`src/rtl/odo_pkg.sv`:
```
// ----------------------------------------------------------------------------
// odo_pkg
// Types, constants and helper functions of the wheel odometry block.
// ----------------------------------------------------------------------------
`default_nettype none

package odo_pkg;

  // Default values of the top-level parameters.
  localparam int ENCODER_BITS_DEF = 15;
  localparam int FRAC_BITS_DEF    = 16;
  localparam int CORDIC_ITERS_DEF = 18;

  // Fixed field widths.
  localparam int DATA_W     = 32;
  localparam int TIME_W     = 24;
  localparam int CFG_IDX_W  = 2;
  localparam int CFG_DATA_W = 17;
  localparam int RADIUS_W   = 16;
  localparam int TRACK_W    = 17;
  localparam int CPR_W      = 16;

  // Shared datapath widths.
  localparam int OPD_W      = 34;  // multiplier operands
  localparam int PROD_W     = 64;  // product register
  localparam int DIVN_W     = 64;  // dividend / quotient
  localparam int DIVD_W     = 34;  // divisor / remainder
  localparam int XY_W       = 64;  // CORDIC x and y
  localparam int Z_W        = 34;  // CORDIC angle, Q30
  localparam int ANG_W      = 36;  // angle reduction
  localparam int ATAN_IDX_W = 5;

  // Register indexes of the configuration port.
  localparam logic [CFG_IDX_W-1:0] REG_WHEEL_RADIUS   = 2'd0;
  localparam logic [CFG_IDX_W-1:0] REG_WHEEL_TRACK    = 2'd1;
  localparam logic [CFG_IDX_W-1:0] REG_COUNTS_PER_REV = 2'd2;

  // Register reset values.
  localparam logic [RADIUS_W-1:0] RADIUS_RST = 16'd5571;
  localparam logic [TRACK_W-1:0]  TRACK_RST  = 17'd18547;
  localparam logic [CPR_W-1:0]    CPR_RST    = 16'd756;

  // Arithmetic constants.
  localparam logic signed [OPD_W-1:0] TWO_PI_Q29      = 34'sd3373259426;
  localparam logic signed [OPD_W-1:0] US_PER_S        = 34'sd1000000;
  localparam logic [DIVD_W-1:0]       TWO_PI_Q30_U    = 34'd6746518852;
  localparam logic signed [ANG_W-1:0] PI_Q30          = 36'sd3373259426;
  localparam logic signed [ANG_W-1:0] TWO_PI_Q30      = 36'sd6746518852;
  localparam logic signed [ANG_W-1:0] HALF_PI_Q30     = 36'sd1686629713;
  localparam logic signed [XY_W-1:0]  CORDIC_GAIN_Q30 = 64'sd652032874;
  localparam logic [TIME_W-1:0]       MIN_US          = 24'd100;
  localparam int                      WRAP_LOW        = 1000;
  localparam int                      WRAP_DIST       = 1768;

  // Reciprocal of 2*pi in Q30, scaled by 2^59 and rounded down. The quotient
  // estimate it gives is at most one below the true quotient.
  localparam logic signed [OPD_W-1:0] HMOD_RECIP       = 34'sd85445659;
  localparam int                      HMOD_RECIP_SHIFT = 59;

  // Sequencer states.
  typedef enum logic [4:0] {
    ST_IDLE,
    ST_TTR_MUL,
    ST_TTR_DGO,
    ST_TTR_DWAIT,
    ST_DIST_L,
    ST_DIST_R,
    ST_DIST_W,
    ST_AVG,
    ST_ATAN_GO,
    ST_ATAN_WAIT,
    ST_HMOD_MUL,
    ST_HMOD_QMUL,
    ST_HMOD_SUB,
    ST_HMOD_FOLD,
    ST_ROT_GO,
    ST_ROT_WAIT,
    ST_PX_MUL,
    ST_PY_MUL,
    ST_PY_ADD,
    ST_RATE_MUL,
    ST_RATE_DGO,
    ST_RATE_DWAIT,
    ST_DONE
  } state_t;

  typedef enum logic {
    CORDIC_VECTOR,
    CORDIC_ROTATE
  } cordic_mode_t;

  typedef struct packed {
    logic         start;
    cordic_mode_t mode;
  } cordic_ctl_t;

  typedef struct packed {
    logic busy;
    logic done;
  } unit_status_t;

  // Arctangent of 2^-i in Q30.
  function automatic logic signed [Z_W-1:0] atan_q30(input logic [ATAN_IDX_W-1:0] i);
    logic signed [Z_W-1:0] a;
    case (i)
      5'd0:    a = 34'sd843314857;
      5'd1:    a = 34'sd497837829;
      5'd2:    a = 34'sd263043837;
      5'd3:    a = 34'sd133525159;
      5'd4:    a = 34'sd67021687;
      5'd5:    a = 34'sd33543516;
      5'd6:    a = 34'sd16775851;
      5'd7:    a = 34'sd8388437;
      5'd8:    a = 34'sd4194283;
      5'd9:    a = 34'sd2097149;
      5'd10:   a = 34'sd1048575;
      5'd11:   a = 34'sd524288;
      5'd12:   a = 34'sd262144;
      5'd13:   a = 34'sd131072;
      5'd14:   a = 34'sd65536;
      5'd15:   a = 34'sd32768;
      5'd16:   a = 34'sd16384;
      5'd17:   a = 34'sd8192;
      5'd18:   a = 34'sd4096;
      5'd19:   a = 34'sd2048;
      5'd20:   a = 34'sd1024;
      5'd21:   a = 34'sd512;
      5'd22:   a = 34'sd256;
      5'd23:   a = 34'sd128;
      default: a = '0;
    endcase
    return a;
  endfunction

  // Right shift by a constant amount, rounding half away from zero.
  function automatic logic signed [63:0] rnd_shr(input logic signed [63:0] v,
                                                 input int unsigned sh);
    logic [63:0] m;
    logic [63:0] q;
    m = v[63] ? 64'(-v) : 64'(v);
    q = (m + (64'd1 << (sh - 1))) >> sh;
    return v[63] ? -$signed(q) : $signed(q);
  endfunction

  // Apply a sign to a magnitude and saturate to 32 bit signed.
  function automatic logic signed [DATA_W-1:0] sat32(input logic [DIVN_W-1:0] q,
                                                     input logic neg);
    logic signed [DATA_W-1:0] r;
    if (!neg) begin
      r = (q > 64'h7FFF_FFFF) ? 32'sh7FFF_FFFF : $signed(q[31:0]);
    end else begin
      r = (q > 64'h8000_0000) ? 32'sh8000_0000 : $signed(32'(-q));
    end
    return r;
  endfunction

endpackage

`default_nettype wire

```
`src/rtl/odo_cordic.sv`:
```
// ----------------------------------------------------------------------------
// odo_cordic
// Iterative CORDIC, one micro-rotation per cycle, vectoring or rotation mode.
// ----------------------------------------------------------------------------
`default_nettype none

module odo_cordic import odo_pkg::*; #(
  parameter int ITERS = CORDIC_ITERS_DEF
) (
  input  wire logic                   clk,
  input  wire logic                   rst_n,
  input  wire cordic_ctl_t            ctl,
  input  wire logic signed [XY_W-1:0] x0,
  input  wire logic signed [XY_W-1:0] y0,
  input  wire logic signed [Z_W-1:0]  z0,
  output logic signed [XY_W-1:0]      x,
  output logic signed [XY_W-1:0]      y,
  output logic signed [Z_W-1:0]       z,
  output unit_status_t                status
);

  localparam int CNT_W = $clog2(ITERS);

  logic signed [XY_W-1:0] x_r, y_r;
  logic signed [Z_W-1:0]  z_r;
  logic [CNT_W-1:0]       i_r;
  cordic_mode_t           mode_r;
  logic                   busy_r;
  logic                   done_r;
  logic signed [XY_W-1:0] sx, sy, x_step, y_step;
  logic signed [Z_W-1:0]  a, z_step;

  // One micro-rotation.
  always_comb begin
    sx = x_r >>> i_r;
    sy = y_r >>> i_r;
    a  = atan_q30(ATAN_IDX_W'(i_r));
    if (mode_r == CORDIC_VECTOR) begin
      if (y_r > 0) begin
        x_step = x_r + sy;
        y_step = y_r - sx;
        z_step = z_r + a;
      end else begin
        x_step = x_r - sy;
        y_step = y_r + sx;
        z_step = z_r - a;
      end
    end else begin
      if (z_r >= 0) begin
        x_step = x_r - sy;
        y_step = y_r + sx;
        z_step = z_r - a;
      end else begin
        x_step = x_r + sy;
        y_step = y_r - sx;
        z_step = z_r + a;
      end
    end
  end

  // Iteration control.
  always_ff @(posedge clk) begin
    if (!rst_n) begin
      busy_r <= 1'b0;
      done_r <= 1'b0;
      i_r    <= '0;
    end else begin
      done_r <= 1'b0;
      if (ctl.start) begin
        busy_r <= 1'b1;
        i_r    <= '0;
      end else if (busy_r) begin
        if (i_r == CNT_W'(ITERS - 1)) begin
          busy_r <= 1'b0;
          done_r <= 1'b1;
        end else begin
          i_r <= i_r + 1'b1;
        end
      end
    end
  end

  // Vector and angle registers.
  always_ff @(posedge clk) begin
    if (ctl.start) begin
      x_r    <= x0;
      y_r    <= y0;
      z_r    <= z0;
      mode_r <= ctl.mode;
    end else if (busy_r) begin
      x_r <= x_step;
      y_r <= y_step;
      z_r <= z_step;
    end
  end

  assign x           = x_r;
  assign y           = y_r;
  assign z           = z_r;
  assign status.busy = busy_r;
  assign status.done = done_r;

endmodule

`default_nettype wire

```
`config.mk`:
```
export PLATFORM = sky130hd
export DESIGN_NAME = odo_cordic
export DESIGN_NICKNAME = d
export VERILOG_FILES = /design/src/rtl/odo_pkg.sv /design/src/rtl/odo_cordic.sv
export SDC_FILE = /design/constraint.sdc
export NUM_CORES = 1
export LEC_CHECK = 0
export BUFFER_PORTS_ARGS = -buffer_cell sky130_fd_sc_hd__buf_2
export CAP_MARGIN = 20
export CORE_ASPECT_RATIO = 0.9
export CORE_MARGIN = 2
export CORE_UTILIZATION = 45
export DETAILED_ROUTE_END_ITERATION = 10
export SLEW_MARGIN = 10
export SYNTH_ARGS = -nofsm -noshare
export SYNTH_HDL_FRONTEND = slang
export SYNTH_SLANG_ARGS = --single-unit
```
`constraint.sdc`:
```
create_clock -name clk -period 6.5 [get_ports clk]
set_input_delay 1.3 -clock clk [delete_from_list [all_inputs] [get_ports clk]]
set_output_delay 1.3 -clock clk [all_outputs]
set_load 0.005 [all_outputs]
```
# Word level (Yosys, flattened, before mapping)
# Memories as Yosys holds them, arrays and structs flattened. A register that Yosys moved wholly into a read port is not among the register bits.
# Cells that the tools add are included.
[word_totals] ff_bits=170 rom_bits=960 inputBits=166 elab_cells=48 n_memories=1
[memory_table] memory="(no name shown)" depth=32 width=30 read_ports=1 rd_ports_with_merged_regs=1 write_ports=0 line_no="odo_pkg.sv:105" text="case (i)"
[classes] addsub=7 n_lt_le_gt_ge=2 eq_ne=1 shifts=2 n_mux=21 bitwise_logic=3 n_reduce_logical=4
[op_table] op="two-way mux 64 bit" count=10
[op_table] op="two-way mux 34 bit" count=5
[op_table] op="adder 64 bit" count=2
[op_table] op=">>> shifter 64 x 5 -> 64 bit" count=2
[op_table] op="subtractor 64 bit" count=2
[op_table] op="greater-than comparator 64 x 1 -> 1 bit, second input constant" count=1
[op_table] op="adder 34 bit" count=1
[op_table] op=">= comparator 34 x 1 -> 1 bit, second input constant" count=1
[op_table] op="subtractor 34 bit" count=1
[op_table] op="two-way mux 5 bit" count=2
[op_table] op="adder 5 x 1 -> 5 bit, second input constant" count=1
[op_table] op="equality test 5 bit, second input constant" count=1
[op_table] op="two-way mux 1 bit" count=4
[op_table] op="inverter 1 bit" count=3
[op_table] op="OR reduction 3 bit" count=1
[op_table] op="AND reduction 2 bit" count=1
[op_table] op="nonzero test 2 bit" count=1
[op_table] op="OR reduction 2 bit" count=1

# Depth between registers and ports, before layout
[depth] ltp_word=6 depth_mapped=25

# Worst setup path before layout
# Ideal clock, no wire load.
[synth_timing] path_kind="reg-to-reg" startpoint="register i_r[0]" endpoint="register y_r[53] (netlist: y[53]), data pin" t_arrival_ns=5.325 path_slack_ns=0.915 path_stages_with_launch=23 path_buffers=5 period_less_slack_ns=5.585 cell_sequence="dfxtp_1 > clkbuf_1 > buf_1 > clkbuf_1 > clkbuf_1 > o21ai_0 > mux2i_1 > o21ai_0 > mux2_2 > ha_1 > buf_6 > or3_1 > or4_1 > a21oi_2 > a2111oi_4 > o41ai_4 > a211oi_2 > a21oi_2 > a31oi_1 > o31ai_1 > a22oi_1 > xnor2_1 > mux2_2"
[synth_via] elab_chain_cells=6 word_cells_on_any_way=8 classes_between="add/sub (2); shift (1); mux (5)"
[synth_rtl] element="start, declared" line_no="odo_cordic.sv:26" text="logic [CNT_W-1:0] i_r;"
[synth_rtl] element="start signal, assigned" line_no="odo_cordic.sv:77" text="i_r <= i_r + 1'b1;"
[synth_rtl] element=">>> shifter 64 x 5 -> 64 bit (*)" line_no="odo_cordic.sv:35" text="sx = x_r >>> i_r;"
[synth_rtl] element="adder 64 bit or subtractor 64 bit (tied branches)"
[synth_rtl] element="two-way mux 64 bit (on tied branches)" line_no="odo_cordic.sv:39, odo_cordic.sv:49"
[synth_rtl] element="two-way mux 64 bit (*)" line_no="odo_cordic.sv:38" text="if (mode_r == CORDIC_VECTOR) begin"
[synth_rtl] element="two-way mux 64 bit (*)" line_no="odo_cordic.sv:90" text="end else if (busy_r) begin"
[synth_rtl] element="two-way mux 64 bit (*)" line_no="odo_cordic.sv:85" text="if (ctl.start) begin"
[synth_rtl] element="end signal, assigned" line_no="odo_cordic.sv:87" text="y_r <= y0;"
[synth_rtl] element="end signal, assigned" line_no="odo_cordic.sv:92" text="y_r <= y_step;"
[synth_rtl] element="end, declared" line_no="odo_cordic.sv:24" text="logic signed [XY_W-1:0] x_r, y_r;"
# Mark *: on every way between the ends. The rest lies on a longest branch, timed or not. The select of a mux whose other input is x is not followed.
# A chain may end at the register's enable or synchronous reset.

# Worst setup path in the final report
[layout_timing] startpoint="register i_r[0]" endpoint="register x_r[46] (netlist: x[46]), data pin"
[layout_via] elab_chain_cells=6 word_cells_on_any_way=8 classes_between="add/sub (2); shift (1); mux (5)"
[layout_rtl] element=">>> shifter 64 x 5 -> 64 bit (*)" line_no="odo_cordic.sv:36" text="sy = y_r >>> i_r;"
[layout_rtl] element="subtractor 64 bit or adder 64 bit (tied branches)"
[layout_rtl] element="two-way mux 64 bit (on tied branches)" line_no="odo_cordic.sv:39, odo_cordic.sv:49"
[layout_rtl] element="two-way mux 64 bit (*)" line_no="odo_cordic.sv:38"
[layout_rtl] element="two-way mux 64 bit (*)" line_no="odo_cordic.sv:90"
[layout_rtl] element="two-way mux 64 bit (*)" line_no="odo_cordic.sv:85"
[layout_rtl] element="end signal, assigned" line_no="odo_cordic.sv:91" text="x_r <= x_step;"
[layout_rtl] element="end, declared" line_no="odo_cordic.sv:24"
# Marks and branches as above.

==> results.toml <==
[clock_tree]
cts_inserted_buffers = 17
cts_tree = "done"
clk_latency_ns = 0.55
cts_root_buffer = "clkbuf_16"
ctsHoldBuffers = 0
cts_buffer_depth = 2
clk_pin_slew_ns = 0.11
clkSinkCount = 200
h-tree-depth = 4

[global_route]
track_usage_pct = 34.49
grt_max_degree = 95
antenna_found_initial = 1
grt_overflow = 0
grt_pass1_vias = 33677
grt_pass1_wl_mm = 208.2

[setup_path]
cpPeakStageDelay_ns = 0.57
r2r_setup_slack_ns = 0.38
reg2reg_depth = 20
cpMostUsedCell = "a21oi_1"
r2r_end = "x[46]"
start_kind = "flip-flop"
end_kind = "flip-flop"
timing.rr.start = "i_r[0]"
cp.arrival_ns = 6.41
path_max_fanout = 27
cpMaxStageDelayCell = "dfxtp_4"
path_cells = "buf_12 > buf_4 > mux4_2 > nand2_1 > nand2_1 > mux2i_1 > mux2_2 > ha_1 > nor2b_1 > o211a_1 > o211ai_1 > a21oi_1 > o31ai_1 > o21ai_0 > a21oi_1 > o21ai_0 > a21oi_1 > mux2i_1 > xnor2_1 > mux2_2"
crit_type = "reg -> reg"
required_ns = 6.79

[synth]
synth_xor_area_share_pct = 4.471
synth_compound_area_share_pct = 26.48
ys_seq_area_share_pct = 16.44
ys_top_cells_by_area = "edfxtp_1 (14%), ha_1 (12%), nand2_1 (6.9%)"
synth_top_area_cell = "edfxtp_1"
synth_warnings = 0
syn_inst = 4605
avgSynthCellArea_um2 = 7.444
synth_simple_gate_area_share_pct = 19.08
synthMuxAreaShare_pct = 13.70
synth_fp_nets = 5119
synth_edf_count = 163
synth_top_family_by_area = "compound AO/OA/AOI/OAI gates"
synth-seq-cells = 200
ys_types = 87
yosys.cell_count.top_type = "nand2_1"
ys_dominant_reg_cell = "edfxtp_1"
synth_adder_area_share_pct = 12.83
syn_area_um2 = 34280
synth_common_cells = "nand2_1 (628), a21oi_1 (449), o21ai_0 (394)"
async_flop_share_pct = 0
synth_top_area_share_pct = 14.28

[placement]
post-dp-hpwl_mm = 112.6
portBuffers = 329
place_congestion = 1.050
preCtsSetupSlack_ns = 0.4186

[die]
die_h_um = 265.8
core-area_um2 = 75000
num_rows = 95
floorplan.initialDensity_pct = 45.70
die_width_um = 294.9
boundaryPins = 330
die_area_um2 = 78400

[route]
ant_nets = 0
dr.pass1.iters = 7
wl_per_cell_um = 23.91
vias_per_cell = 6.217
wl_mm = 139.0
route.detailed.drc = 0
drtIter0Drc = 3889
num_vias = 36146

[job]
cap_violations = 0

[sta]
hold_viol = 0
rsz0062_at_grt = "false"
final_max_slew_viol_count = 0
worst_pin_slew_ns = 0.9309
setup_violations = 0
period_minus_slack_ns = 6.117
holdWs_ns = 0.5159
slew_headroom_pct = 37.37
fin_ws_ns = 0.3826
setup_tns_ns = 0
period_share_pct = 94.11
max_clock_freq_mhz = 163.5
skew_ns = 0.03062

[cells_and_area]
syn_to_final_growth_pct = 10.35
layout-drive-gt1-share_pct = 15.75
num-nets-final = 5296

[hold_path]
hp-class = "reg -> reg"
whs_endpoint = "done_r"
whs_path_depth = 2
worstHoldStart = "busy_r"

[status]
status = "complete, no violations"
[critical path, delay by kind of cell, from the launching register on]
kind                     cells  cell delay (ns)
flip-flops                   1             0.57
AND/OR/NAND/NOR              3             0.35
multiplexers                 5             1.46
buffers and inverters        2             0.54
AO/OA/AOI/OAI                8             2.49
XOR/XNOR                     1             0.14
adder cells (fa/ha/maj)      1             0.29
[what timing repair did]
action / 4_1_cts / 5_1_grt
setup endpoints to repair: 0 / 2
setup buffers: 0 / 1
gates resized for setup: 0 / 3
[layer usage]
metal  GRT usage, %  share of wire, %  vias up
met5              0                 0        -
met4          16.89               5.4        0
met3          5.414               7.9      276
met2          52.65                43     1694
met1          47.28                44    17183
li1               -                 -    16993
[registers in the layout, summed over array words and instances, names as in the netlist]
| signal | flops |
|---|---|
| x | 64 |
| y | 64 |
| z | 34 |
| a | 30 |
| i_r | 5 |
| busy_r | 1 |
| done_r | 1 |
| mode_r | 1 |
[kinds of logic (layout without fill, tap and decap cells)]
group,count (synthesis),count (layout)
flops,200,200
other cells,0,1
fa+ha+maj,348,348
compound gates,1452,1452
simple gates,1464,1464
xor+xnor,175,175
mux,342,342
buf+inv,624,814
[cells in the final DEF, fill, tap and decap left out, types with 12 or more instances in the layout]
| master | count |
|---|---|
| o31ai_1 | 41 |
| nand2b_1 | 33 |
| o21bai_1 | 81 |
| o21ai_1 | 12 |
| a21oi_1 | 448 |
| mux4_2 | 89 |
| nor4_1 | 63 |
| clkbuf_16 | 18 |
| o21ai_0 | 394 |
| buf_2 | 328 |
| xor2_1 | 30 |
| o311ai_0 | 15 |
| or3_1 | 28 |
| o31a_1 | 14 |
| a211oi_1 | 61 |
| ha_1 | 342 |
| o211ai_1 | 38 |
| a31oi_1 | 43 |
| and3_1 | 24 |
| nor2b_1 | 56 |
| buf_4 | 112 |
| dfxtp_1 | 32 |
| inv_1 | 323 |
| a21boi_0 | 18 |
| nor2_1 | 368 |
| mux2_2 | 128 |
| nand3_1 | 72 |
| or2_2 | 12 |
| xnor2_1 | 145 |
| o21a_1 | 57 |
| a21o_1 | 86 |
| and2_1 | 12 |
| nand4_1 | 62 |
| nand2_1 | 628 |
| nor3_1 | 72 |
| edfxtp_1 | 163 |
| mux2i_1 | 124 |
[layout make-up]
cell class / count / area, um^2
Timing Repair Buffer: 452 / 2715
Multi-Input combinational cell: 3781 / 26280
Antenna cell: 1 / 2.502
Tap cell: 1018 / 1274
Fill cell: 7577 / 37180
Sequential cell: 200 / 5652
Clock inverter: 14 / 206.4
Clock buffer: 18 / 450.4
Inverter: 330 / 1244
[per-stage QoR]
| stage | utilization [%] | area [um^2] | instances |
|---|---|---|---|
| after floorplan | - | 34280 | 4605 |
| after global placement | 49.49 | 37120 | 5780 |
| after detailed placement | 49.49 | 37120 | 5780 |
| after CTS | 50.37 | 37780 | 5812 |
| after global routing | 50.43 | 37830 | 5813 |
| final | 50.43 | 37830 | 5814 |
[worst max-delay path by stage]
stage | startpoint | to | slack [ns] | cells past startpoint
floorplan | i_r[0] | y[53] | 0.92 | 22
global placement | i_r[1] | x[63] | 0.33 | 22
detailed placement | i_r[1] | x[63] | 0.42 | 22
CTS | i_r[1] | x[63] | 0.38 | 22
global route | i_r[0] | x[63] | 0.04 | 19
finish | i_r[0] | x[46] | 0.38 | 20
Power is left out: the tool's default activity adds up to more than one toggle a clock period on the data nets, which glitch-free logic cannot reach.
