### src/rtl/odo_pkg.sv
// ----------------------------------------------------------------------------
// odo_pkg
// Types, constants and helper functions of the wheel odometry block.
// ----------------------------------------------------------------------------
`default_nettype none

package odo_pkg;

  // Default values of the top-level parameters.
  localparam int ENCODER_BITS_DEF = 15;
  localparam int FRAC_BITS_DEF    = 16;
  localparam int CORDIC_ITERS_DEF = 18;

  // Fixed field widths.
  localparam int DATA_W     = 32;
  localparam int TIME_W     = 24;
  localparam int CFG_IDX_W  = 2;
  localparam int CFG_DATA_W = 17;
  localparam int RADIUS_W   = 16;
  localparam int TRACK_W    = 17;
  localparam int CPR_W      = 16;

  // Shared datapath widths.
  localparam int OPD_W      = 34;  // multiplier operands
  localparam int PROD_W     = 64;  // product register
  localparam int DIVN_W     = 64;  // dividend / quotient
  localparam int DIVD_W     = 34;  // divisor / remainder
  localparam int XY_W       = 64;  // CORDIC x and y
  localparam int Z_W        = 34;  // CORDIC angle, Q30
  localparam int ANG_W      = 36;  // angle reduction
  localparam int ATAN_IDX_W = 5;

  // Register indexes of the configuration port.
  localparam logic [CFG_IDX_W-1:0] REG_WHEEL_RADIUS   = 2'd0;
  localparam logic [CFG_IDX_W-1:0] REG_WHEEL_TRACK    = 2'd1;
  localparam logic [CFG_IDX_W-1:0] REG_COUNTS_PER_REV = 2'd2;

  // Register reset values.
  localparam logic [RADIUS_W-1:0] RADIUS_RST = 16'd5571;
  localparam logic [TRACK_W-1:0]  TRACK_RST  = 17'd18547;
  localparam logic [CPR_W-1:0]    CPR_RST    = 16'd756;

  // Arithmetic constants.
  localparam logic signed [OPD_W-1:0] TWO_PI_Q29      = 34'sd3373259426;
  localparam logic signed [OPD_W-1:0] US_PER_S        = 34'sd1000000;
  localparam logic [DIVD_W-1:0]       TWO_PI_Q30_U    = 34'd6746518852;
  localparam logic signed [ANG_W-1:0] PI_Q30          = 36'sd3373259426;
  localparam logic signed [ANG_W-1:0] TWO_PI_Q30      = 36'sd6746518852;
  localparam logic signed [ANG_W-1:0] HALF_PI_Q30     = 36'sd1686629713;
  localparam logic signed [XY_W-1:0]  CORDIC_GAIN_Q30 = 64'sd652032874;
  localparam logic [TIME_W-1:0]       MIN_US          = 24'd100;
  localparam int                      WRAP_LOW        = 1000;
  localparam int                      WRAP_DIST       = 1768;

  // Reciprocal of 2*pi in Q30, scaled by 2^59 and rounded down. The quotient
  // estimate it gives is at most one below the true quotient.
  localparam logic signed [OPD_W-1:0] HMOD_RECIP       = 34'sd85445659;
  localparam int                      HMOD_RECIP_SHIFT = 59;

  // Sequencer states.
  typedef enum logic [4:0] {
    ST_IDLE,
    ST_TTR_MUL,
    ST_TTR_DGO,
    ST_TTR_DWAIT,
    ST_DIST_L,
    ST_DIST_R,
    ST_DIST_W,
    ST_AVG,
    ST_ATAN_GO,
    ST_ATAN_WAIT,
    ST_HMOD_MUL,
    ST_HMOD_QMUL,
    ST_HMOD_SUB,
    ST_HMOD_FOLD,
    ST_ROT_GO,
    ST_ROT_WAIT,
    ST_PX_MUL,
    ST_PY_MUL,
    ST_PY_ADD,
    ST_RATE_MUL,
    ST_RATE_DGO,
    ST_RATE_DWAIT,
    ST_DONE
  } state_t;

  typedef enum logic {
    CORDIC_VECTOR,
    CORDIC_ROTATE
  } cordic_mode_t;

  typedef struct packed {
    logic         start;
    cordic_mode_t mode;
  } cordic_ctl_t;

  typedef struct packed {
    logic busy;
    logic done;
  } unit_status_t;

  // Arctangent of 2^-i in Q30.
  function automatic logic signed [Z_W-1:0] atan_q30(input logic [ATAN_IDX_W-1:0] i);
    logic signed [Z_W-1:0] a;
    case (i)
      5'd0:    a = 34'sd843314857;
      5'd1:    a = 34'sd497837829;
      5'd2:    a = 34'sd263043837;
      5'd3:    a = 34'sd133525159;
      5'd4:    a = 34'sd67021687;
      5'd5:    a = 34'sd33543516;
      5'd6:    a = 34'sd16775851;
      5'd7:    a = 34'sd8388437;
      5'd8:    a = 34'sd4194283;
      5'd9:    a = 34'sd2097149;
      5'd10:   a = 34'sd1048575;
      5'd11:   a = 34'sd524288;
      5'd12:   a = 34'sd262144;
      5'd13:   a = 34'sd131072;
      5'd14:   a = 34'sd65536;
      5'd15:   a = 34'sd32768;
      5'd16:   a = 34'sd16384;
      5'd17:   a = 34'sd8192;
      5'd18:   a = 34'sd4096;
      5'd19:   a = 34'sd2048;
      5'd20:   a = 34'sd1024;
      5'd21:   a = 34'sd512;
      5'd22:   a = 34'sd256;
      5'd23:   a = 34'sd128;
      default: a = '0;
    endcase
    return a;
  endfunction

  // Right shift by a constant amount, rounding half away from zero.
  function automatic logic signed [63:0] rnd_shr(input logic signed [63:0] v,
                                                 input int unsigned sh);
    logic [63:0] m;
    logic [63:0] q;
    m = v[63] ? 64'(-v) : 64'(v);
    q = (m + (64'd1 << (sh - 1))) >> sh;
    return v[63] ? -$signed(q) : $signed(q);
  endfunction

  // Apply a sign to a magnitude and saturate to 32 bit signed.
  function automatic logic signed [DATA_W-1:0] sat32(input logic [DIVN_W-1:0] q,
                                                     input logic neg);
    logic signed [DATA_W-1:0] r;
    if (!neg) begin
      r = (q > 64'h7FFF_FFFF) ? 32'sh7FFF_FFFF : $signed(q[31:0]);
    end else begin
      r = (q > 64'h8000_0000) ? 32'sh8000_0000 : $signed(32'(-q));
    end
    return r;
  endfunction

endpackage

`default_nettype wire

### src/rtl/odo_div.sv
// ----------------------------------------------------------------------------
// odo_div
// Restoring unsigned divider, one quotient bit per cycle.
// ----------------------------------------------------------------------------
`default_nettype none

module odo_div import odo_pkg::*; (
  input  wire logic                clk,
  input  wire logic                rst_n,
  input  wire logic                start,
  input  wire logic [DIVN_W-1:0]   num,
  input  wire logic [DIVD_W-1:0]   den,
  output logic      [DIVN_W-1:0]   quot,
  output unit_status_t             status
);

  localparam int CNT_W = $clog2(DIVN_W + 1);

  logic [DIVN_W-1:0] quot_r;
  logic [DIVD_W:0]   rem_r;
  logic [DIVD_W-1:0] den_r;
  logic [CNT_W-1:0]  cnt_r;
  logic              busy_r;
  logic              done_r;
  logic [DIVD_W:0]   trial;
  logic              fits;

  // Shift the next dividend bit into the partial remainder and try the divisor.
  always_comb begin
    trial = {rem_r[DIVD_W-1:0], quot_r[DIVN_W-1]};
    fits  = trial >= {1'b0, den_r};
  end

  // Control.
  always_ff @(posedge clk) begin
    if (!rst_n) begin
      busy_r <= 1'b0;
      done_r <= 1'b0;
      cnt_r  <= '0;
    end else begin
      done_r <= 1'b0;
      if (start) begin
        busy_r <= 1'b1;
        cnt_r  <= CNT_W'(DIVN_W);
      end else if (busy_r) begin
        cnt_r <= cnt_r - 1'b1;
        if (cnt_r == CNT_W'(1)) begin
          busy_r <= 1'b0;
          done_r <= 1'b1;
        end
      end
    end
  end

  // Datapath.
  always_ff @(posedge clk) begin
    if (start) begin
      quot_r <= num;
      rem_r  <= '0;
      den_r  <= den;
    end else if (busy_r) begin
      quot_r <= {quot_r[DIVN_W-2:0], fits};
      rem_r  <= fits ? (trial - {1'b0, den_r}) : trial;
    end
  end

  assign quot        = quot_r;
  assign status.busy = busy_r;
  assign status.done = done_r;

endmodule

`default_nettype wire

### config.mk
export PLATFORM = sky130hd
export DESIGN_NAME = odo_div
export DESIGN_NICKNAME = d
export VERILOG_FILES = /design/src/rtl/odo_pkg.sv /design/src/rtl/odo_div.sv
export SDC_FILE = /design/constraint.sdc
export NUM_CORES = 1
export LEC_CHECK = 0
export ABC_AREA = 0
export ABC_CLOCK_PERIOD_IN_PS = 6400
export BUFFER_PORTS_ARGS = -buffer_cell sky130_fd_sc_hd__buf_4
export CORE_UTILIZATION = 59
export CTS_BUF_LIST = sky130_fd_sc_hd__clkbuf_4 sky130_fd_sc_hd__clkbuf_8 sky130_fd_sc_hd__clkbuf_16
export DETAILED_ROUTE_END_ITERATION = 6
export PLACE_DENSITY = 0.86
export SYNTH_ARGS = -nofsm -noshare
export SYNTH_HDL_FRONTEND = slang
export SYNTH_SLANG_ARGS = --single-unit
### constraint.sdc
create_clock -name clk -period 6.4 [get_ports clk]
set_input_delay 0.32 -clock clk [delete_from_list [all_inputs] [get_ports clk]]
set_output_delay 0.32 -clock clk [all_outputs]
set_load 0.05 [all_outputs]
* Word-level counts from Yosys, hierarchy flattened
Index checks and enable logic that the tools add are counted.
** Operators by class
- Magnitude comparators :: 1
- Equal/unequal tests :: 1
- Multiplexer cells :: 9
- Add/subtract/negate cells :: 2
- Bitwise logic cells :: 2
- Reductions and logical operators :: 3
** Operators by type and width (number)
- $mux 64 :: 2
- $ge 35x34->1 :: 1
- $mux 34 :: 1
- $sub 34x34->34 :: 1
- $mux 7 :: 2
- $eq 7x1->1 const B :: 1
- $sub 7x1->7 const B :: 1
- $mux 1 :: 4
- $reduce_or 3->1 :: 1
- $not 1->1 :: 2
- $reduce_bool 2->1 :: 1
- $reduce_or 2->1 :: 1
** Word-level totals
- Bits in registers :: 141
- Output and inout port bits :: 66
- Word-level logic and storage cells :: 25

* Longest topological paths before layout
Gate-level depths: netlist (run 1).
- Depth in word-level cells :: 4
- Gate-level depth with buffers :: 14
- Gate-level depth less buffers :: 13

* Worst setup path before layout (run 1)
Ideal clock, no wire load.
- Path type :: register to register
- Start point :: reg quot_r[63], in the netlist quot[63]
- End point :: reg rem_r[26]
- Path slack :: 3.409 ns
- Cell stages (with the launch flop) :: 14
- Clock period less this slack :: 2.991 ns
- Arrival time :: 2.903 ns
- Cell sequence :: edfxtp_1 > inv_1 > ha_1 > inv_1 > fa_1 > a211oi_1 > o211ai_1 > a41oi_1 > o31ai_2 > a21oi_1 > o21bai_1 > xor2_1 > nand2_1 > a311oi_2
** Between the ends
- Longest elaborated chain between the ends :: 2
- Elaborated cells between the ends (all ways) :: 3
** RTL lines
- start, declared :: RTL line odo_div.sv:19 : logic [DIVN_W-1:0] quot_r;
- start signal, assigned :: RTL line odo_div.sv:58 : quot_r <= num;
- start signal, assigned :: RTL line odo_div.sv:62 : quot_r <= {quot_r[DIVN_W-2:0], fits};
- $sub 34x34->34 / $ge 35x34->1 (equally long branches) :: RTL line odo_div.sv:63, odo_div.sv:31
- $mux 34 (*) :: RTL line odo_div.sv:63 : rem_r <= fits ? (trial - {1'b0, den_r}) : trial;
- end signal, assigned :: RTL line odo_div.sv:63
- end, declared :: RTL line odo_div.sv:20 : logic [DIVD_W:0] rem_r;
Every way passes the cells marked *; elsewhere a longest branch is shown, timed or not.
A chain may end at the register's enable or synchronous reset.

* Worst setup path in the final report (run 1)
- Start point :: reg den_r[23]
- End point :: reg rem_r[0]
** Between the ends
- Longest elaborated chain between the ends :: 2
** RTL lines
- start, declared :: RTL line odo_div.sv:21 : logic [DIVD_W-1:0] den_r;
- start signal, assigned :: RTL line odo_div.sv:60 : den_r <= den;
- $ge 35x34->1 :: RTL line odo_div.sv:31 : fits = trial >= {1'b0, den_r};
- $mux 34 :: RTL line odo_div.sv:63
Every way passes these cells.

==> flow_summary.json, run 1 <==
{
  "status": "finished, final reports clean",
  "async_flop_share_pct": 0,
  "synthDistinctLibCells": 68,
  "critPathLaunchType": "flop",
  "rsz0062_at_grt": "false",
  "cts_buffer_depth": 2,
  "cts-root-buf": "clkbuf_16",
  "postSynthAreaPerCell_sq_um": 10.89,
  "max_stage_delay_ns": 0.54,
  "reg2reg_slack_ns": 2.89,
  "leakagePower_uw": 0.003981,
  "synth_nets": 843,
  "crit_chain": "inv_1 -> ha_1 -> a21o_1 -> a31o_2 -> o21ai_1 -> and3_1 -> a21boi_2 -> a21boi_4 -> o21ai_2 -> buf_4 -> mux2_1 -> a211oi_1",
  "layout-drive-gt1-share_pct": 33.26,
  "synth_edf_count": 98,
  "cts_tree": "built",
  "finalSetupViolations": 0,
  "worst-endpoint-arrival_ns": 3.83,
  "rr_endpoint": "rem_r[0]",
  "path_clk_slew_ns": 0.06,
  "power_density_mw_per_mm2": 281.4,
  "grt_usage_pct": 28.22,
  "final_cell_mix": "buf_4 (170), edfxtp_1 (98), nand2_1 (74)",
  "antenna_found_initial": 0,
  "grt_overflow": 0,
  "hold_viol": 0,
  "coreArea_sq_mm": 0.01267,
  "crit_required_ns": 6.72,
  "mostFrequentLayoutCell": "buf_4",
  "post_cts_buffers": 0,
  "start_util_pct": 60.57,
  "synth_compound_area_share_pct": 14.97,
  "maxCapViolations": 0,
  "synth_fa_ha_area_share_pct": 6.130,
  "nets": 997,
  "wl_per_cell_um": 17.23,
  "finalNonFillerCells": 1044,
  "die_area_sq_mm": 0.01347,
  "drt-total-wl_um": 17980,
  "path_class": "flop to flop",
  "cts_resized": 0,
  "gp_congestion": 0.9166,
  "seq_area_frac_synth_pct": 49.56,
  "antenna_left": 0,
  "endpoint_kind": "flop",
  "drc": 0,
  "area_delta_synth_final_pct": 24.29,
  "fin_tns_setup_ns": 0,
  "r2r-start": "den_r[23]",
  "layout_worst_path_cycle_share_pct": 54.83,
  "path_delay_family": "compound AO/OA/AOI/OAI gates",
  "grt_pass1_vias": 6048,
  "rr_worst_depth": 12,
  "synthCells": 705,
  "fin_skew_ns": 0.008345,
  "dp_hpwl_um": 12850,
  "min_to": "den_r[15]",
  "synth_top_area_share_pct": 38.34,
  "diodes": 0,
  "dp_cells": 1012,
  "slew_viol_final": 0,
  "grt_max_degree": 72,
  "worst_path_max_delay_cell": "o21ai_2",
  "synth_seq_cells": 141,
  "cts_hold_buf": 0,
  "yosysTopAreaCell": "edfxtp_1",
  "hold_class": "primary input to flop",
  "dr.pass1.iters": 5,
  "maxSlewHeadroom_pct": 25.21,
  "synth_top_family_by_area": "compound AO/OA/AOI/OAI gates",
  "synthSimpleGateAreaFrac_pct": 11.57,
  "clk_latency_ns": 0.42,
  "grt_first_pass_wirelength_um": 29140,
  "dr_total_vias": 5988,
  "whs_path_depth": 1,
  "drtIter0Drc": 459,
  "cts_sinks": 141,
  "max_freq_mhz": 285.0,
  "post_drt_via_cell_ratio": 5.736,
  "synth.area.top_cells": "edfxtp_1 (38%), dfxtp_1 (11%), mux2_2 (9.4%)",
  "worst_slew_pin_slew_ns": 1.122,
  "peakVddDrop_uv": 200.9,
  "ioPinCount": 167,
  "crit_buf_inv": 2,
  "synth_xor_area_share_pct": 3.538,
  "cts_made_buffers": 17,
  "die_h_um": 116.1,
  "critPathMaxFanout": 20,
  "htreeDepth": 4,
  "synth_area_sq_mm": 0.007675,
  "ys_warn_count": 0,
  "fp.dieW_um": 116.1,
  "muxShareOfSynthArea_pct": 9.798,
  "ys.flop_type": "edfxtp_1",
  "io_buffers": 166,
  "hp-start": "den[15]",
  "fin_crit_ns": 3.509,
  "rows": 41
}
==> cell families (layout without fill, tap and decap cells) <==
kind of cell,after synthesis,in the layout
simple gates,193,193
compound gates,153,153
flops,141,141
buf+inv,83,250
mux,67,67
fa+ha+maj,37,37
xor+xnor,31,31
==> power by group <==
part / internal [uW] / leakage (uW) / switching, uW / total, uW
registers: 1070 / 0.00133 / 47.9 / 1120
logic: 259 / 0.00240 / 421 / 680
clock network: 509 / 0.000252 / 375 / 884
==> worst register-to-register path: cells and delay by family (launching register included) <==
kind                     cells  cell delay, ns
AO/OA/AOI/OAI                7            1.75
buffers and inverters        2            0.43
flip-flops                   1            0.32
multiplexers                 1            0.37
adder cells (fa/ha/maj)      1            0.40
AND/OR/NAND/NOR              1            0.16
==> state kept, by name, indices dropped and copies added, names as in the netlist <==
register	count
quot	64
den_r	34
rem_r	34
cnt_r	7
busy_r	1
done_r	1
==> synth_stat cells (4+ instances only) <==
library cell / count
o211ai_1: 7
buf_2: 8
a21o_1: 12
o21bai_1: 4
clkbuf_1: 23
xor2_1: 13
nand4_1: 5
nand2b_1: 7
ha_1: 36
a311oi_1: 17
nor3_1: 8
a21oi_1: 40
xnor2_1: 18
o21ai_0: 14
nand2_1: 75
a31oi_1: 5
and3_1: 7
nor2b_1: 6
edfxtp_1: 98
o21ai_1: 7
nand4b_1: 4
nor4_1: 4
dfxtp_1: 43
nor2_1: 54
inv_1: 47
mux2_2: 64
a311oi_2: 8
a211oi_1: 8
nand3_1: 12
==> layout make-up <==
type,count,area (sq um)
Clock buffer,21,455.4
Multi-Input combinational cell,481,3533
Clock inverter,11,73.82
Fill cell,815,3132
Inverter,48,180.2
Sequential cell,141,3805
Timing Repair Buffer,170,1276
Tap cell,172,215.2
==> through the flow <==
stage          util (%)  power, uW  setup slack, ns  area [sq um]  hold slack, ns
6_report          75.28       2684            2.891          9539         0.07480
5_1_grt           75.28       2786            2.653          9539         0.05770
4_1_cts           75.28       2691            2.916          9539         0.06218
3_5_place_dp      71.11       1807            2.923          9010          0.4788
3_3_place_gp      71.11       1786            3.110          9010          0.4720
2_1_floorplan         -       1608            3.409          7675          0.4189
==> worst max-delay path by stage <==
stage                         start        end  slack, ns  depth (start not counted)
after floorplan            quot[63]  rem_r[26]       3.41                         13
after global placement    den_r[23]   rem_r[0]       3.11                         12
after detailed placement  den_r[23]   rem_r[0]       2.92                         12
after CTS                 den_r[23]   rem_r[0]       2.92                         12
after global routing      den_r[23]   rem_r[0]       2.65                         12
final                     den_r[23]   rem_r[0]       2.89                         12
==> layer usage <==
| metal | GRT usage (%) | part of all wire (%) | wire [um] |
|---|---|---|---|
| met2 | 49.84 | 51 | 9196 |
| met5 | 0 | 0 | 0 |
| met1 | 32.80 | 41 | 7359 |
| met3 | 8.577 | 6.1 | 1096 |
| met4 | 8.803 | 1.8 | 331 |
(Power assumes the default switching activity.)
==> run 2: changes to the inputs <==
--- a/config.mk
+++ b/config.mk
@@ -6,12 +6,12 @@
 export NUM_CORES = 1
 export LEC_CHECK = 0
 export ABC_AREA = 0
-export ABC_CLOCK_PERIOD_IN_PS = 6400
+export ABC_CLOCK_PERIOD_IN_PS = 3500
 export BUFFER_PORTS_ARGS = -buffer_cell sky130_fd_sc_hd__buf_4
-export CORE_UTILIZATION = 59
+export CORE_UTILIZATION = 55
 export CTS_BUF_LIST = sky130_fd_sc_hd__clkbuf_4 sky130_fd_sc_hd__clkbuf_8 sky130_fd_sc_hd__clkbuf_16
 export DETAILED_ROUTE_END_ITERATION = 6
-export PLACE_DENSITY = 0.86
+export PLACE_DENSITY = 0.81
 export SYNTH_ARGS = -nofsm -noshare
 export SYNTH_HDL_FRONTEND = slang
 export SYNTH_SLANG_ARGS = --single-unit
==> constraint.sdc (replaced) <==
create_clock -name clk -period 3.5 [get_ports clk]
set_input_delay 0.175 -clock clk [delete_from_list [all_inputs] [get_ports clk]]
set_output_delay 0.175 -clock clk [all_outputs]
set_load 0.05 [all_outputs]
==> run 2 against run 1 <==
Net effect: clock power increased by 100%; worst setup slack got worse by 2.6 ns; maximum frequency increased by 8.8%; core utilization decreased by 0.76 points; power increased by 90%; flip-flop and latch count unchanged; design area increased by 4.7%; worst hold slack got worse by 0.052 ns; final cell count increased by 4.1%; sequential power increased by 83%; first-iteration DRC count increased by 6.3%; non-clock buffer count increased by 40; largest power group unchanged.
==> flow_summary.json, run 2 (synthesis gave the netlist of run 1 again) <==
{
  "fill_cells": 916,
  "leakagePower_uw": 0.004177,
  "worst-endpoint-arrival_ns": 3.57,
  "maxSlewHeadroom_pct": 52.37,
  "drtIter0Drc": 488,
  "die_h_um": 120.1,
  "antenna_found_initial": 0,
  "grt_first_pass_wirelength_um": 30150,
  "cts_made_buffers": 17,
  "cp_common_cell": "inv_1",
  "critPathMaxFanout": 3,
  "layout_worst_path_cycle_share_pct": 92.12,
  "largest_reg_flops": 64,
  "power_frac_clock_pct": 34.7,
  "crit_chain": "inv_1 -> ha_1 -> inv_1 -> fa_1 -> a211oi_1 -> o211ai_1 -> a41oi_1 -> o31ai_2 -> a21oi_1 -> o21bai_1 -> xor2_1 -> nand2_1 -> a311oi_2",
  "post_drt_via_cell_ratio": 5.650,
  "dp_hpwl_um": 13100,
  "drt-total-wl_um": 18750,
  "finalSetupViolations": 0,
  "hp-start": "num[0]",
  "cts_sinks": 141,
  "grt_pass1_vias": 6320,
  "critPathLaunchType": "flop",
  "slew_viol_final": 0,
  "cts_tree": "built",
  "ioPinCount": 167,
  "multi_input_area_sq_mm": 0.003533,
  "max_stage_delay_ns": 0.46,
  "mostFrequentLayoutCell": "buf_4",
  "fin_crit_ns": 3.224,
  "p_seq_share_pct": 40.2,
  "crit_start": "quot[63]",
  "max_freq_mhz": 310.2,
  "seq_area_sq_mm": 0.003805,
  "coreArea_sq_mm": 0.01340,
  "worst_path_max_delay_cell": "a41oi_1",
  "htreeDepth": 4,
  "hold_class": "primary input to flop",
  "worst_slew_pin_slew_ns": 0.7144,
  "crit_required_ns": 3.85,
  "worst_slack_ns": 0.2759,
  "cts-root-buf": "clkbuf_16",
  "dr.pass1.iters": 5,
  "path_delay_family": "compound AO/OA/AOI/OAI gates",
  "hold_viol": 0,
  "endpoint_kind": "flop",
  "wl_per_cell_um": 17.25,
  "p_switching_uw": 1593,
  "grt_usage_pct": 27.13,
  "gp_congestion": 0.8740,
  "path_class": "flop to flop",
  "path_clk_slew_ns": 0.06,
  "p_int_uw": 3506,
  "p_sw_share_pct": 31.25,
  "crit_buf_inv": 2,
  "rsz0062_at_grt": "false",
  "layout-drive-gt1-share_pct": 32.38,
  "r2r-start": "quot[63]",
  "die_area_sq_mm": 0.01443,
  "status": "finished, final reports clean",
  "io_buffers": 166,
  "power_density_mw_per_mm2": 510.7,
  "rows": 42,
  "p_comb_share_pct": 25.1,
  "fp.dieW_um": 120.1,
  "post_cts_buffers": 0,
  "post-place-ws_ns": 0.3936,
  "fin_skew_ns": 0.008716,
  "cts_buffer_depth": 2,
  "start_util_pct": 57.27,
  "antenna_left": 0,
  "dr_total_vias": 6142,
  "grt_overflow": 0,
  "peakVddDrop_uv": 462.0,
  "area_delta_synth_final_pct": 30.11,
  "maxCapViolations": 0,
  "diodes": 0,
  "final_cell_mix": "buf_4 (174), edfxtp_1 (98), nand2_1 (74)",
  "fin_tns_setup_ns": 0,
  "clk_latency_ns": 0.44,
  "drc": 0,
  "nets": 1037,
  "grt_max_degree": 133
}
## run 2: cell count changes in the layout (fill, tap and decap cells not counted)
cell,change
inv_6,+2
buf_12,+1
buf_4,+4
clkinvlp_4,-1
dlygate4sd3_1,+35
clkbuf_4,-4
clkinv_2,+1
clkinv_1,-1
bufinv_16,+2
## run 2: path summary, 6_finish.rpt
check	endpoint	slack (ns)	cells past startpoint
worst max-delay path	rem_r[26]	0.28	13
worst min-delay path	quot[0]	0.02	3
worst max register to register	rem_r[26]	0.28	13
worst min register to register	cnt_r[1]	0.50	2
## run 2: repair_timing
| item | CTS | global route |
|---|---|---|
| gates resized for setup | 0 | 0 |
| endpoints found under the hold margin | 35 | 0 |
| hold buffers | 35 | 0 |
## run 2: routing by layer
| metal | part of all wire [%] | track usage [%] | routed length [um] |
|---|---|---|---|
| met1 | 41 | 31.26 | 7645 |
| met3 | 5.1 | 7.652 | 954 |
| met5 | 0 | 0 | 0 |
| met2 | 52 | 47.02 | 9700 |
| met4 | 2.4 | 11.33 | 446 |
## run 2: per-stage QoR
| step | hold WS [ns] | utilization, % | area, sq um | total power [uW] | std cells |
|---|---|---|---|---|---|
| floorplan | 0.2739 | - | 7675 | 2940 | 705 |
| global placement | 0.3527 | 67.65 | 9065 | 3275 | 1021 |
| detailed placement | 0.3543 | 67.65 | 9065 | 3311 | 1021 |
| CTS | 0.01113 | 74.52 | 9986 | 5114 | 1087 |
| global route | 0.02485 | 74.52 | 9986 | 5299 | 1087 |
| finish | 0.02329 | 74.52 | 9986 | 5100 | 1087 |
## run 2: worst register-to-register path, stage by stage (launching register included)
cell and delay (ns):
edfxtp_1 0.40, inv_1 0.10, ha_1 0.17, inv_1 0.06, fa_1 0.43, a211oi_1 0.36
o211ai_1 0.17, a41oi_1 0.46, o31ai_2 0.17, a21oi_1 0.26, o21bai_1 0.13, xor2_1 0.14
nand2_1 0.08, a311oi_2 0.22
## run 2: power by group through the flow
stage / registers (uW) / clock network (uW) / logic, uW
6_report: 2050 / 1770 / 1280
5_1_grt: 2070 / 1870 / 1370
4_1_cts: 2050 / 1790 / 1270
3_5_place_dp: 2080 / 0 / 1230
3_3_place_gp: 2070 / 0 / 1200
2_1_floorplan: 2340 / 0 / 602
## run 2: layout make-up
| type | count | area share (%) |
|---|---|---|
| clock buffer | 17 | 4.260 |
| clock inverter | 14 | 1.453 |
| inverter | 48 | 1.804 |
| multi-input combinational | 481 | 35.38 |
| sequential | 141 | 38.10 |
| tap | 176 | 2.205 |
| timing repair buffer | 210 | 16.79 |
==> run 3: changes to the inputs <==
--- a/config.mk
+++ b/config.mk
@@ -8,10 +8,9 @@
 export ABC_AREA = 0
 export ABC_CLOCK_PERIOD_IN_PS = 3500
 export BUFFER_PORTS_ARGS = -buffer_cell sky130_fd_sc_hd__buf_4
-export CORE_UTILIZATION = 55
+export CORE_UTILIZATION = 30
 export CTS_BUF_LIST = sky130_fd_sc_hd__clkbuf_4 sky130_fd_sc_hd__clkbuf_8 sky130_fd_sc_hd__clkbuf_16
 export DETAILED_ROUTE_END_ITERATION = 6
-export PLACE_DENSITY = 0.81
 export SYNTH_ARGS = -nofsm -noshare
 export SYNTH_HDL_FRONTEND = slang
 export SYNTH_SLANG_ARGS = --single-unit
==> run 3 against run 2 <==
Net effect: worst hold slack improved by 0.016 ns; clock-buffer cell count did not move; first-iteration DRC count fell by 61%; power rose by 0.30%; wire length rose by 3.0%; global-route usage fell by 12 points; design area rose by 2.0%; clock skew rose by 0.0034 ns; maximum frequency rose by 3.5%; sequential share of layout area fell by 0.74 points; critical path type unchanged.
==> flow_summary.json, run 3 (synthesis gave the netlist of run 1 again) <==
{
  "hp-start": "num[0]",
  "antenna_left": 0,
  "io_buffers": 166,
  "worst_path_max_delay_cell": "a41oi_1",
  "place_area_sq_mm": 0.009258,
  "critPathLaunchType": "flop",
  "power_density_mw_per_mm2": 502.3,
  "clk_latency_ns": 0.43,
  "rr_endpoint": "rem_r[26]",
  "p_sw_share_pct": 32.26,
  "crit_required_ns": 3.83,
  "layout_worst_path_cycle_share_pct": 88.98,
  "peakVddDrop_uv": 256.0,
  "layout-drive-gt1-share_pct": 32.49,
  "wl_per_cell_um": 15.56,
  "rsz0062_at_grt": "false",
  "hold_class": "primary input to flop",
  "dr_total_vias": 5959,
  "fp.dieW_um": 161.9,
  "path_class": "flop to flop",
  "power_frac_clock_pct": 35.2,
  "multi_input_area_sq_mm": 0.003533,
  "rows": 58,
  "largest_reg_flops": 64,
  "dr.pass1.iters": 4,
  "maxCapViolations": 0,
  "leakagePower_uw": 0.004178,
  "cp_common_cell": "inv_1",
  "min_to": "quot[0]",
  "hold_viol": 0,
  "post_drt_via_cell_ratio": 4.802,
  "worst_slew_pin_slew_ns": 0.9450,
  "grt_max_degree": 133,
  "area_delta_synth_final_pct": 32.69,
  "dp_hpwl_um": 13990,
  "worst-endpoint-arrival_ns": 3.44,
  "p_switching_uw": 1650,
  "critPathMaxFanout": 3,
  "diodes": 0,
  "nets": 1037,
  "p_int_uw": 3465,
  "finalSetupViolations": 0,
  "cts_sinks": 141,
  "fin_tns_setup_ns": 0,
  "grt_first_pass_wirelength_um": 31530,
  "whs_path_depth": 3,
  "die_area_sq_mm": 0.02623,
  "cts_tree": "built",
  "max_stage_delay_ns": 0.43,
  "status": "finished, final reports clean",
  "path_clk_slew_ns": 0.06,
  "final_cell_mix": "buf_4 (174), edfxtp_1 (98), nand2_1 (74)",
  "drt-total-wl_um": 19310,
  "grt_overflow": 0,
  "post_cts_buffers": 0,
  "crit_chain": "inv_1 -> ha_1 -> inv_1 -> fa_1 -> a211oi_1 -> o211ai_1 -> a41oi_1 -> o31ai_2 -> a21oi_1 -> o21bai_1 -> xor2_1 -> nand2_1 -> a311oi_2",
  "antenna_found_initial": 0,
  "ioPinCount": 167,
  "fill_cells": 2504,
  "grt_usage_pct": 15.27,
  "reg2reg_slack_ns": 0.39,
  "slew_viol_final": 0,
  "seq_area_sq_mm": 0.003805,
  "endpoint_kind": "flop",
  "p_seq_share_pct": 40.0,
  "post-place-ws_ns": 0.4243,
  "cts-root-buf": "clkbuf_16",
  "fin_crit_ns": 3.114,
  "design_area_sq_mm": 0.01018,
  "fin_skew_ns": 0.01212,
  "mostFrequentLayoutCell": "buf_4",
  "r2r-start": "quot[63]",
  "maxSlewHeadroom_pct": 36.78,
  "grt_pass1_vias": 6139,
  "start_util_pct": 30.57,
  "worst_slack_ns": 0.3856,
  "rr_worst_depth": 13,
  "coreArea_sq_mm": 0.02511,
  "cts_made_buffers": 17,
  "htreeDepth": 4,
  "drtIter0Drc": 190,
  "p_comb_share_pct": 24.8,
  "die_h_um": 161.9,
  "gp_congestion": 0.7992,
  "max_freq_mhz": 321.1,
  "drc": 0,
  "cts_buffer_depth": 2
}
run 3: changes by cell type in the layout (fill, tap and decap cells not counted):
cell       before  now
inv_6           3    4
inv_8           0    4
clkinv_1        1    0
bufinv_16       2    1
clkinv_2        3    0
run 3: stage by stage:
stage	hold slack [ns]	total power, uW	cells	utilization (%)
2_1_floorplan	0.2739	2940	705	-
3_3_place_gp	0.3540	3316	1175	36.87
3_5_place_dp	0.3545	3319	1175	36.87
4_1_cts	0.009989	5176	1241	40.56
5_1_grt	0.01915	5364	1241	40.56
6_report	0.03913	5115	1241	40.56
run 3: worst max-delay path: cells and delay by family (launching register included):
family	cells	cell delay, ns
flops	1	0.38
fa+ha+maj	2	0.57
buf+inv	2	0.14
simple gates	1	0.08
xor+xnor	1	0.14
compound gates	7	1.70
run 3: routing by layer:
layer / wire (um) / share of wire, % / GRT usage (%)
met4: 150 / 0.78 / 4.331
met3: 1627 / 8.4 / 5.695
met1: 8672 / 45 / 18.75
met5: 0 / 0 / 0
met2: 8855 / 46 / 24.91
run 3: area by class of cell:
cell class                 instances  area share, %
inverter                          48          1.769
clock inverter                    14          1.474
multi-input combinational        481          34.70
tap                              330          4.055
clock buffer                      17          4.177
timing repair buffer             210          16.46
sequential                       141          37.36
run 3: power groups by stage:
stage / clock (uW) / combinational (uW) / sequential, uW
2_1_floorplan: 0 / 602 / 2340
3_3_place_gp: 0 / 1240 / 2080
3_5_place_dp: 0 / 1240 / 2080
4_1_cts: 1850 / 1280 / 2050
5_1_grt: 1920 / 1380 / 2060
6_report: 1800 / 1270 / 2040
run 3: worst max-delay path by stage:
stage | startpoint | endpoint | slack [ns] | depth (start not counted)
2_1_floorplan | quot[63] | rem_r[26] | 0.51 | 13
3_3_place_gp | quot[63] | rem_r[26] | 0.49 | 13
3_5_place_dp | quot[63] | rem_r[26] | 0.42 | 13
4_1_cts | quot[63] | rem_r[26] | 0.38 | 13
5_1_grt | quot[63] | rem_r[26] | 0.05 | 13
6_report | quot[63] | rem_r[26] | 0.39 | 13
run 3: timing repair:
item | CTS | global route
hold endpoints to repair | 35 | 0
gates resized for setup | 0 | 0
hold buffers | 35 | 0
